[src/rtl/core/percent_url_utf8_decoder_assert.svh]
// ----------------------------------------------------------------------------
// percent_url_utf8_decoder assertion macros
// Concurrent checks sampled on clk, disabled while arst_n is low.
// ----------------------------------------------------------------------------
`ifndef PERCENT_URL_UTF8_DECODER_ASSERT_SVH
`define PERCENT_URL_UTF8_DECODER_ASSERT_SVH

// same-cycle implication
`define PUD_ASSERT_NOW(lbl, ante, cons, msg) \
	lbl: assert property (@(posedge clk) disable iff (!arst_n) (ante) |-> (cons)) \
		else $error(msg);

// next-cycle implication
`define PUD_ASSERT_NEXT(lbl, ante, cons, msg) \
	lbl: assert property (@(posedge clk) disable iff (!arst_n) (ante) |=> (cons)) \
		else $error(msg);

`endif

[src/rtl/core/pud_pkg.sv]
// ----------------------------------------------------------------------------
// pud_pkg
// Types, codes and helpers shared by the percent/UTF-8 decoder.
// ----------------------------------------------------------------------------
package pud_pkg;

	localparam logic [7:0] PCT_CHAR = 8'h25;
	localparam logic [4:0] HEX_NONE = 5'h10;

	localparam logic [1:0] PH_IDLE = 2'd0;
	localparam logic [1:0] PH_HI   = 2'd1;
	localparam logic [1:0] PH_LO   = 2'd2;

	typedef struct packed {
		logic [7:0] in_byte;
		logic       in_last;
	} in_t;

	typedef struct packed {
		logic [7:0] out_byte;
		logic       out_valid;
		logic       end_of_uri;
		logic       status;
	} out_t;

	typedef struct packed {
		logic [1:0] phase;
		logic [3:0] high_nibble;
		logic [1:0] pending;
		logic       failed;
	} state_t;

	// bit 4 set: not a hex digit
	function automatic logic [4:0] hex_value(input logic [7:0] c);
		logic [4:0] v;
		v = HEX_NONE;
		if (c >= 8'h30 && c <= 8'h39) begin
			v = {1'b0, c[3:0]};
		end else if ((c >= 8'h61 && c <= 8'h66) || (c >= 8'h41 && c <= 8'h46)) begin
			v = {1'b0, c[3:0] + 4'd9};
		end
		return v;
	endfunction

endpackage

[src/rtl/core/percent_url_utf8_decoder.sv]
// ----------------------------------------------------------------------------
// percent_url_utf8_decoder
// Each result is registered in the result register or its skid entry.
// Throughput: one byte per cycle; the per-byte decode sits between the
// decode state and the result register, so stalls only come from the output.
// Input stalls only when the result register and its skid entry are both full.
// Reset (arst_n low) clears decode state and drops any pending results.
// ----------------------------------------------------------------------------
`include "percent_url_utf8_decoder_assert.svh"

module percent_url_utf8_decoder (
	input  logic          clk,
	input  logic          arst_n,
	input  logic          byte_valid,
	output logic          byte_stall,
	input  pud_pkg::in_t  byte_data,
	output logic          res_valid,
	input  logic          res_stall,
	output pud_pkg::out_t res_data
);

	pud_pkg::state_t state_q;
	pud_pkg::state_t state_nxt;
	pud_pkg::out_t   step_res;
	logic            step_has;
	logic            accept;

	assign accept = byte_valid & ~byte_stall;

	pud_step u_step (
		.cur        (state_q),
		.item       (byte_data),
		.nxt        (state_nxt),
		.has_result (step_has),
		.res        (step_res)
	);

	always_ff @(posedge clk or negedge arst_n) begin
		if (!arst_n) begin
			state_q <= '0;
		end else if (accept) begin
			state_q <= state_nxt;
		end
	end

	pud_out_buf u_out_buf (
		.clk       (clk),
		.arst_n    (arst_n),
		.push      (accept & step_has),
		.push_data (step_res),
		.full      (byte_stall),
		.res_valid (res_valid),
		.res_stall (res_stall),
		.res_data  (res_data)
	);

	`PUD_ASSERT_NEXT(a_last_clears, accept && byte_data.in_last, state_q == '0, "state kept after end")
	`PUD_ASSERT_NOW(a_bad_end_quiet, res_valid && res_data.status, !res_data.out_valid && res_data.end_of_uri, "malformed end carries a byte")
	`PUD_ASSERT_NOW(a_mid_has_byte, res_valid && !res_data.end_of_uri, res_data.out_valid && !res_data.status, "empty mid-stream result")

endmodule

[src/rtl/core/pud_step.sv]
// ----------------------------------------------------------------------------
// pud_step
// Per-byte decode: next state and the result for one item.
// ----------------------------------------------------------------------------
module pud_step (
	input  pud_pkg::state_t cur,
	input  pud_pkg::in_t    item,
	output pud_pkg::state_t nxt,
	output logic            has_result,
	output pud_pkg::out_t   res
);

	logic [4:0] hv;
	logic [7:0] x;
	logic       emit;
	logic [7:0] val;
	pud_pkg::state_t upd;

	assign hv = pud_pkg::hex_value(item.in_byte);
	assign x  = {cur.high_nibble, hv[3:0]};

	always_comb begin
		upd  = cur;
		emit = 1'b0;
		val  = 8'd0;
		if (!cur.failed) begin
			unique case (cur.phase)
				pud_pkg::PH_HI: begin
					if (hv[4]) begin
						upd.failed = 1'b1;
					end else begin
						upd.high_nibble = hv[3:0];
						upd.phase       = pud_pkg::PH_LO;
					end
				end
				pud_pkg::PH_LO: begin
					if (hv[4]) begin
						upd.failed = 1'b1;
					end else begin
						upd.phase = pud_pkg::PH_IDLE;
						val       = x;
						priority if (cur.pending != 2'd0) begin
							if (x[7:6] != 2'b10) begin
								upd.failed = 1'b1;
							end else begin
								upd.pending = cur.pending - 2'd1;
								emit        = 1'b1;
							end
						end else if (!x[7]) begin
							emit = 1'b1;
						end else if (x[7:6] == 2'b10) begin
							upd.failed = 1'b1;
						end else if (x[7:5] == 3'b110) begin
							upd.pending = 2'd1;
							emit        = 1'b1;
						end else if (x[7:4] == 4'b1110) begin
							upd.pending = 2'd2;
							emit        = 1'b1;
						end else if (x[7:3] == 5'b11110) begin
							upd.pending = 2'd3;
							emit        = 1'b1;
						end else begin
							upd.failed = 1'b1;
						end
					end
				end
				default: begin
					priority if (item.in_byte == pud_pkg::PCT_CHAR) begin
						upd.phase = pud_pkg::PH_HI;
					end else if (cur.pending != 2'd0) begin
						upd.failed = 1'b1;
					end else begin
						upd.phase = pud_pkg::PH_IDLE;
						emit      = 1'b1;
						val       = item.in_byte;
					end
				end
			endcase
			if (item.in_last && !upd.failed
			    && (upd.phase != pud_pkg::PH_IDLE || upd.pending != 2'd0)) begin
				upd.failed = 1'b1;
			end
		end
		if (upd.failed) begin
			emit = 1'b0;
		end
	end

	always_comb begin
		res.out_byte   = emit ? val : 8'd0;
		res.out_valid  = emit;
		res.end_of_uri = item.in_last;
		res.status     = item.in_last & upd.failed;
		has_result     = emit | item.in_last;
		nxt            = item.in_last ? '0 : upd;
	end

endmodule

[src/rtl/core/pud_out_buf.sv]
// ----------------------------------------------------------------------------
// pud_out_buf
// Result register with a skid entry; upstream stalls only when both are full.
// ----------------------------------------------------------------------------
`include "percent_url_utf8_decoder_assert.svh"

module pud_out_buf (
	input  logic          clk,
	input  logic          arst_n,
	input  logic          push,
	input  pud_pkg::out_t push_data,
	output logic          full,
	output logic          res_valid,
	input  logic          res_stall,
	output pud_pkg::out_t res_data
);

	logic          main_v_q;
	pud_pkg::out_t main_q;
	logic          skid_v_q;
	pud_pkg::out_t skid_q;
	logic          take;

	assign take      = main_v_q & ~res_stall;
	assign full      = skid_v_q;
	assign res_valid = main_v_q;
	assign res_data  = main_q;

	always_ff @(posedge clk or negedge arst_n) begin
		if (!arst_n) begin
			main_v_q <= 1'b0;
			skid_v_q <= 1'b0;
		end else if (!main_v_q || take) begin
			if (skid_v_q) begin
				main_v_q <= 1'b1;
				skid_v_q <= 1'b0;
			end else begin
				main_v_q <= push;
			end
		end else if (push) begin
			skid_v_q <= 1'b1;
		end
	end

	always_ff @(posedge clk) begin
		if (!main_v_q || take) begin
			main_q <= skid_v_q ? skid_q : push_data;
		end else if (push) begin
			skid_q <= push_data;
		end
	end

	`PUD_ASSERT_NOW(a_skid_needs_main, skid_v_q, main_v_q, "skid entry without result entry")
	`PUD_ASSERT_NEXT(a_skid_fill, main_v_q && res_stall && push, skid_v_q, "item lost on stall")
	`PUD_ASSERT_NEXT(a_skid_drain, skid_v_q && !res_stall, !skid_v_q, "skid entry not drained")

endmodule
[config.mk]
export PLATFORM = sky130hd
export DESIGN_NAME = percent_url_utf8_decoder
export DESIGN_NICKNAME = d
export VERILOG_FILES = /design/src/rtl/core/pud_pkg.sv /design/src/rtl/core/percent_url_utf8_decoder.sv /design/src/rtl/core/pud_step.sv /design/src/rtl/core/pud_out_buf.sv
export VERILOG_INCLUDE_DIRS = /design/src /design/src/rtl/core
export SDC_FILE = /design/constraint.sdc
export NUM_CORES = 1
export LEC_CHECK = 0
export ABC_CLOCK_PERIOD_IN_PS = 8100
export BUFFER_PORTS_ARGS = -buffer_cell sky130_fd_sc_hd__buf_4
export CORE_UTILIZATION = 55
export DETAILED_ROUTE_END_ITERATION = 16
export GPL_TIMING_DRIVEN = 0
export PLACE_DENSITY_LB_ADDON = 0.05
export SYNTH_ARGS = -nofsm -noshare
export SYNTH_HDL_FRONTEND = slang
export SYNTH_SLANG_ARGS = --single-unit
[constraint.sdc]
create_clock -name clk -period 8.1 [get_ports clk]
set_input_delay 0.405 -clock clk [delete_from_list [all_inputs] [get_ports clk]]
set_output_delay 0.405 -clock clk [all_outputs]
set_load 0.02 [all_outputs]
After elaboration in Yosys (flattened, before gate mapping). Index checks and enable logic that the tools add are counted.

Bits of input ports: 13. Output and inout port bits: 13. Register bits: 33. Word-level logic and storage cells: 114.

Reductions and logical operators: 18. Magnitude comparators: 6. Bitwise gates (word level): 8. $add $sub $neg: 2. Equality and inequality tests: 10. Mux-type cells: 56.

Operator list (count): 8-bit 2-to-1 mux (5); 1-bit 2-to-1 mux (26); 2-bit 2-to-1 mux (12); 9-bit 2-to-1 mux (2); 8-bit by 7-bit >= comparator with 1-bit output (second input constant) (2); 8-bit by 7-bit <= comparator with 1-bit output (second input constant) (2); 8-bit one-hot mux with 2 select lines (1); 11-bit 2-to-1 mux (1); 5-bit 2-to-1 mux (2); 2-bit nonzero test (5); 8-bit by 6-bit == test with 1-bit output (second input constant) (1); 8-bit by 6-bit >= comparator with 1-bit output (second input constant) (1); 8-bit by 6-bit <= comparator with 1-bit output (second input constant) (1); 3-bit 2-to-1 mux (2); 6-bit 2-to-1 mux (1); 2-bit != test (second input constant) (3); 5-bit == test (second input constant) (1); 1-bit logical AND (5); 4-bit adder (second input constant) (1); 1-bit AND (4); 2-bit == test (second input constant) (2); 4-bit == test (second input constant) (1); 4-bit 2-to-1 mux (1); 1-bit one-hot mux with 2 select lines (2); other kinds (10) (16).

Logic depth before layout (Yosys ltp).
Word-level depth: 25. Gate-level depth with buffers: 10. Gate-level depth less buffers: 8.

By module. Synthesis repeated with hierarchy kept, for this count alone.

Cell total of the unflattened synthesis: 203. Area, all modules: 2344.7 µm².

Modules (own cells, without submodules): pud_step (seq. area each 0.0 µm², times used 1, cells each 142, area an instance 1038.5 µm²); pud_out_buf (seq. area each 710.7 µm², times used 1, cells each 40, area an instance 904.6 µm²); percent_url_utf8_decoder (seq. area each 225.2 µm², times used 1, cells each 21, area an instance 401.6 µm²).

Least setup slack after synthesis. No wires, ideal clock.

Path type: in2reg. Start: input byte_data[2] (netlist name). End: register u_out_buf.skid_q[0] (netlist name), enable pin. Data required time: 7.703 ns. Path slack: 4.942 ns. Arrival: 2.761 ns. Path buffers: 1. Library setup time: 0.397 ns. Cell stages on the path: 9. Cells stage by stage: inv_1 > ha_1 > or3b_1 > nand4_1 > a21oi_2 > a31o_1 > buf_4 > nand2_2 > a211oi_1.

Longest elaborated chain between the ends: 24. Elaborated cells between the ends (all ways): 60. Those cells by class: add/sub: 1; order compare: 6; eq/ne: 2; mux: 38; bitwise: 2; reduce/logical: 11.

Ends and longest elaborated chain: from (decl) (line percent_url_utf8_decoder.sv:16) `input pud_pkg::in_t byte_data,`; 8-bit by 7-bit >= comparator with 1-bit output or 8-bit by 7-bit <= comparator with 1-bit output (tied branches) (line pud_pkg.sv:39) `end else if ((c >= 8'h61 && c <= 8'h66) || (c >= 8'h41 && c <= 8'h46)) begin`; 1-bit logical AND (line pud_pkg.sv:39); 1-bit logical OR (line pud_pkg.sv:39); 5-bit 2-to-1 mux (line pud_pkg.sv:39); 5-bit 2-to-1 mux (line pud_pkg.sv:37) `if (c >= 8'h30 && c <= 8'h39) begin`; 5-bit == test (line pud_step.sv:59) `end else if (x[7:3] == 5'b11110) begin`; 1-bit 2-to-1 mux or 2-bit 2-to-1 mux (tied branches) (line pud_step.sv:59); 1-bit 2-to-1 mux or 2-bit 2-to-1 mux (tied branches) (line pud_step.sv:56) `end else if (x[7:4] == 4'b1110) begin`; (+8 left out); 1-bit logical AND or 1-bit logical OR (tied branches) (line pud_step.sv:79, pud_step.sv:80); 1-bit logical AND (line pud_step.sv:80) `&& (upd.phase != pud_pkg::PH_IDLE || upd.pending != 2'd0)) begin`; 1-bit 2-to-1 mux (line pud_step.sv:79) `if (item.in_last && !upd.failed`; 9-bit 2-to-1 mux (line pud_step.sv:26) `if (!cur.failed) begin`; 1-bit 2-to-1 mux * (line pud_step.sv:84) `if (upd.failed) begin`; 1-bit OR * (line pud_step.sv:94) `has_result = emit | item.in_last;`; 1-bit AND * (line percent_url_utf8_decoder.sv:49) `.push (accept & step_has),`; 2-bit AND reduction (no line) *; to (signal assigned) (line pud_out_buf.sv:49) `skid_q <= push_data;`; to (decl) (line pud_out_buf.sv:21) `pud_pkg::out_t skid_q;`.

Mark *: on every way between the ends. The rest lies on a longest branch, timed or not. The select of a mux whose other input is x is not followed. A chain may end at the register's enable or synchronous reset.

Worst setup path after layout.
Start: register state_q[7] (netlist name). End: register u_out_buf.skid_q[1] (netlist name), enable pin.

Longest elaborated chain between the ends: 13. Elaborated cells between the ends (all ways): 26. Those cells by class: eq/ne: 2; mux: 15; bitwise: 2; reduce/logical: 7.

Ends and longest elaborated chain: from (decl) (line percent_url_utf8_decoder.sv:22) `pud_pkg::state_t state_q;`; from (signal assigned) (line percent_url_utf8_decoder.sv:42) `state_q <= state_nxt;`; 2-bit 2-to-1 mux (line pud_step.sv:70) `end else if (cur.pending != 2'd0) begin`; 2-bit 2-to-1 mux (line pud_step.sv:68) `priority if (item.in_byte == pud_pkg::PCT_CHAR) begin`; 2-bit one-hot mux with 2 select lines (line pud_step.sv:27) `unique case (cur.phase)`; 2-bit 2-to-1 mux (line pud_step.sv:26); 2-bit nonzero test (line pud_step.sv:80); 1-bit logical OR (line pud_step.sv:80); 1-bit logical AND (line pud_step.sv:80); 1-bit 2-to-1 mux (line pud_step.sv:79); 9-bit 2-to-1 mux (line pud_step.sv:26); 1-bit 2-to-1 mux * (line pud_step.sv:84); 1-bit OR * (line pud_step.sv:94); 1-bit AND * (line percent_url_utf8_decoder.sv:49); 2-bit AND reduction (no line) *.

Marked as above.

==> qor.yml <==
power.switching_fraction_pct: 28.4
worst_pin_slew_ns: 0.932
antenna_cells: 0
synth.distinct_cells: 62
worst-r2r-cell-count: 9
grt_first_pass_wirelength_um: 8890
antenna_found_initial: 0
worst-endpoint-required_ns: 8.01
maxCapViolations: 0
ys_top_cells_by_area: "edfxtp_1 (29%), dfrtp_1 (12%), nand2_1 (4.2%), ha_1 (3.3%), nand3_1 (2.4%)"
coreArea_sq_um: 3800
max_clock_freq_ghz: 0.302
post_dp_hpwl_um: 4040
min_period_ns: 3.31
worstHoldPathType: "in2reg"
post_synthesis_register_bit_count: 33
initial_cell_density_of_the_core_pct: 59.3
synth_cells: 222
area_delta_synth_final_pct: 15.5
vias_per_cell: 6.50
io_buffer_count: 25
design.portCount: 26
detailedRoute.firstIterationViolations: 202
outcome: "complete, no violations"
postLayoutCoreUtil_pct: 68.5
chipWidth_um: 66.0
grt_setup_unrepaired: "false"
share_clk_of_total_power_pct: 31.8
cts.reportedPaths.clkPinSlew_ns: 0.07
ys.warnings.count: 0
number_of_global_route_vias_before_repair: 1806
routed_wl_um: 5480
hold_viol_final: 0
clk_root_buffer_cell: "clkbuf_8"
post_cts_repair_timing_setup_buffer_count: 0
setup.worst_path.end_class: "register"
yosys.cell_count.top_type: "nand2_1"
min_delay_worst_endpoint: "u_out_buf.skid_q[1]$_DFFE_PP_"
hold_path_depth: 1
crit-reg2reg-launch: "state_q[7]$_DFFE_PN0P_"
drive_gt1_share_pct: 25.0
synth_edf_count: 22
worst-setup-path-type: "reg2reg"
synth.yosys.seq_area_share_pct: 41.5
intPower_mw: 0.279
synth_top_area_share_pct: 29.3
r2r-end: "u_out_buf.skid_q[1]$_DFFE_PP_"
min-delay-start: "byte_data[0]"
final.setup.tns_ns: 0
via_count: 1977
grt_start_max_net_pins: 15
netlist_area_sq_um: 2250
synth_top_cells_by_count: "nand2_1 (25), edfxtp_1 (22), dfrtp_1 (11), nand3_1 (11), inv_1 (10)"
number_of_routed_nets_with_antenna_violations: 0
power.leakage_nw: 0.980
headroom_to_the_max_slew_limit_pct: 37.8
crit_arrival_ns: 3.22
die_height_um: 66.0
drtPass1Iterations: 6
postSynth.asyncResetShare_pct: 33.3
clock-skew-final_ns: 0.00841
die-area_sq_um: 4360
setup_viol: 0
post_cts_hold_buffer_count: 1
clkLatencyLatePin_ns: 0.29
clock_buffer_depth: 2
r2r_setup_slack_ns: 4.79
power_frac_comb_pct: 17.8
cts-buffers-inserted: 5
finalWorstSetupSlack_ns: 4.79
power-per-cell-area_nw_per_um2: 150
net_count_of_the_mapped_netlist: 241
finalCritPeriodShare_pct: 40.8
grtUsageTotal_pct: 27.6
yosys_most_used_dff: "edfxtp_1"
synth.largest_area_cell: "edfxtp_1"
gp_congestion: 0.896
cts_max_level: 2
cts.repair.resized: 0
worst_setup_path_start_kind: "register"
irDropWorstVdd_v: 0.000127
switching_power_mw: 0.111
tritoncts_num_sinks: 33
finalNetCount: 274
post_synth.cell_area_avg_sq_um: 10.2
detail_route.drc_violations: 0
power.sequential.fraction_pct: 50.5
tritoncts: "built"
wire_per_inst_um: 18.0
globalRouteOverflowTotal: 0
pre_cts_ws_ns: 4.68
floorplan.rows: 22
maxSlewViolCount: 0
critical_path.max_fanout: 11
==> critical path: stages, from the launching register on <==
cell	delay, ns
dfrtp_1	0.39
inv_1	0.09
ha_1	0.28
clkbuf_1	0.20
nand2b_1	0.31
a21oi_2	0.31
a31o_1	0.19
buf_4	0.16
nand2_2	0.15
a211oi_2	0.83
==> sequential cells by signal, indices dropped and copies added, names as in the netlist <==
register,cells
state_q,9
u_out_buf.full,1
u_out_buf.res_data,11
u_out_buf.res_valid,1
u_out_buf.skid_q,11
==> layout by cell type (no fill, tap or decap), drive strengths merged, types with 5 or more instances in the layout <==
cell	instances
edfxtp	22
dfrtp	11
o31ai	8
buf	29
nand4	5
o21ai	8
ha	6
clkbuf	13
nand2	26
inv	10
a22o	5
nor2	15
a21oi	11
nand3	11
==> how the worst max path moves through the flow <==
stage,startpoint,end,slack (ns),depth (start not counted)
floorplan,byte_data[2],u_out_buf.skid_q[0]$_DFFE_PP_,4.94,9
global placement,byte_data[1],u_out_buf.skid_q[7]$_DFFE_PP_,4.17,10
detailed placement,byte_data[1],u_out_buf.skid_q[10]$_DFFE_PP_,4.68,10
CTS,state_q[7]$_DFFE_PN0P_,u_out_buf.skid_q[1]$_DFFE_PP_,4.83,9
global route,state_q[7]$_DFFE_PN0P_,u_out_buf.skid_q[1]$_DFFE_PP_,4.58,9
finish,state_q[7]$_DFFE_PN0P_,u_out_buf.skid_q[1]$_DFFE_PP_,4.79,9
==> routing by layer <==
layer / vias to the layer above / wire length, um / GRT usage (%)
li1: 942 / - / -
met1: 944 / 2530 / 38.6
met2: 84 / 2570 / 44.0
met3: 7 / 331 / 4.66
met4: 0 / 48 / 7.45
met5: - / 0 / 0
==> cell families (layout without fill, tap and decap cells) <==
group	after synthesis	count (layout)	share of synthesized area, %
DFF	33	33	41.5
xor gates and xnor gates	1	1	0.389
AOI/OAI and AO/OA	79	79	29.5
adders and majority gates	6	6	3.33
buffers and inverters	22	56	4.55
and+or+nand+nor	81	81	20.7
==> stage by stage <==
step                hold WS, ns  power (mW)  area [sq um]  cells
CTS                       0.333       0.390          2600    304
global route              0.333       0.403          2600    304
finish                    0.338       0.390          2600    304
floorplan                 0.109       0.240          2250    222
global placement          0.245       0.267          2500    295
detailed placement        0.247       0.269          2510    295
==> layout make-up <==
cell class,count,area (sq um)
multi-input combinational,167,1220
fill,338,1200
timing repair buffer,26,198
buffer,12,65.1
inverter,10,37.5
clock inverter,3,17.5
sequential,33,936
tap,48,60.1
clock buffer,5,68.8
==> power by group through the flow <==
stage	registers, mW	logic, mW	clock network (mW)
final	0.197	0.0693	0.124
after global routing	0.198	0.0749	0.131
after CTS	0.197	0.0689	0.125
after detailed placement	0.200	0.0682	0
after global placement	0.200	0.0669	0
after floorplan	0.209	0.0307	0
(Power assumes the default switching activity.)
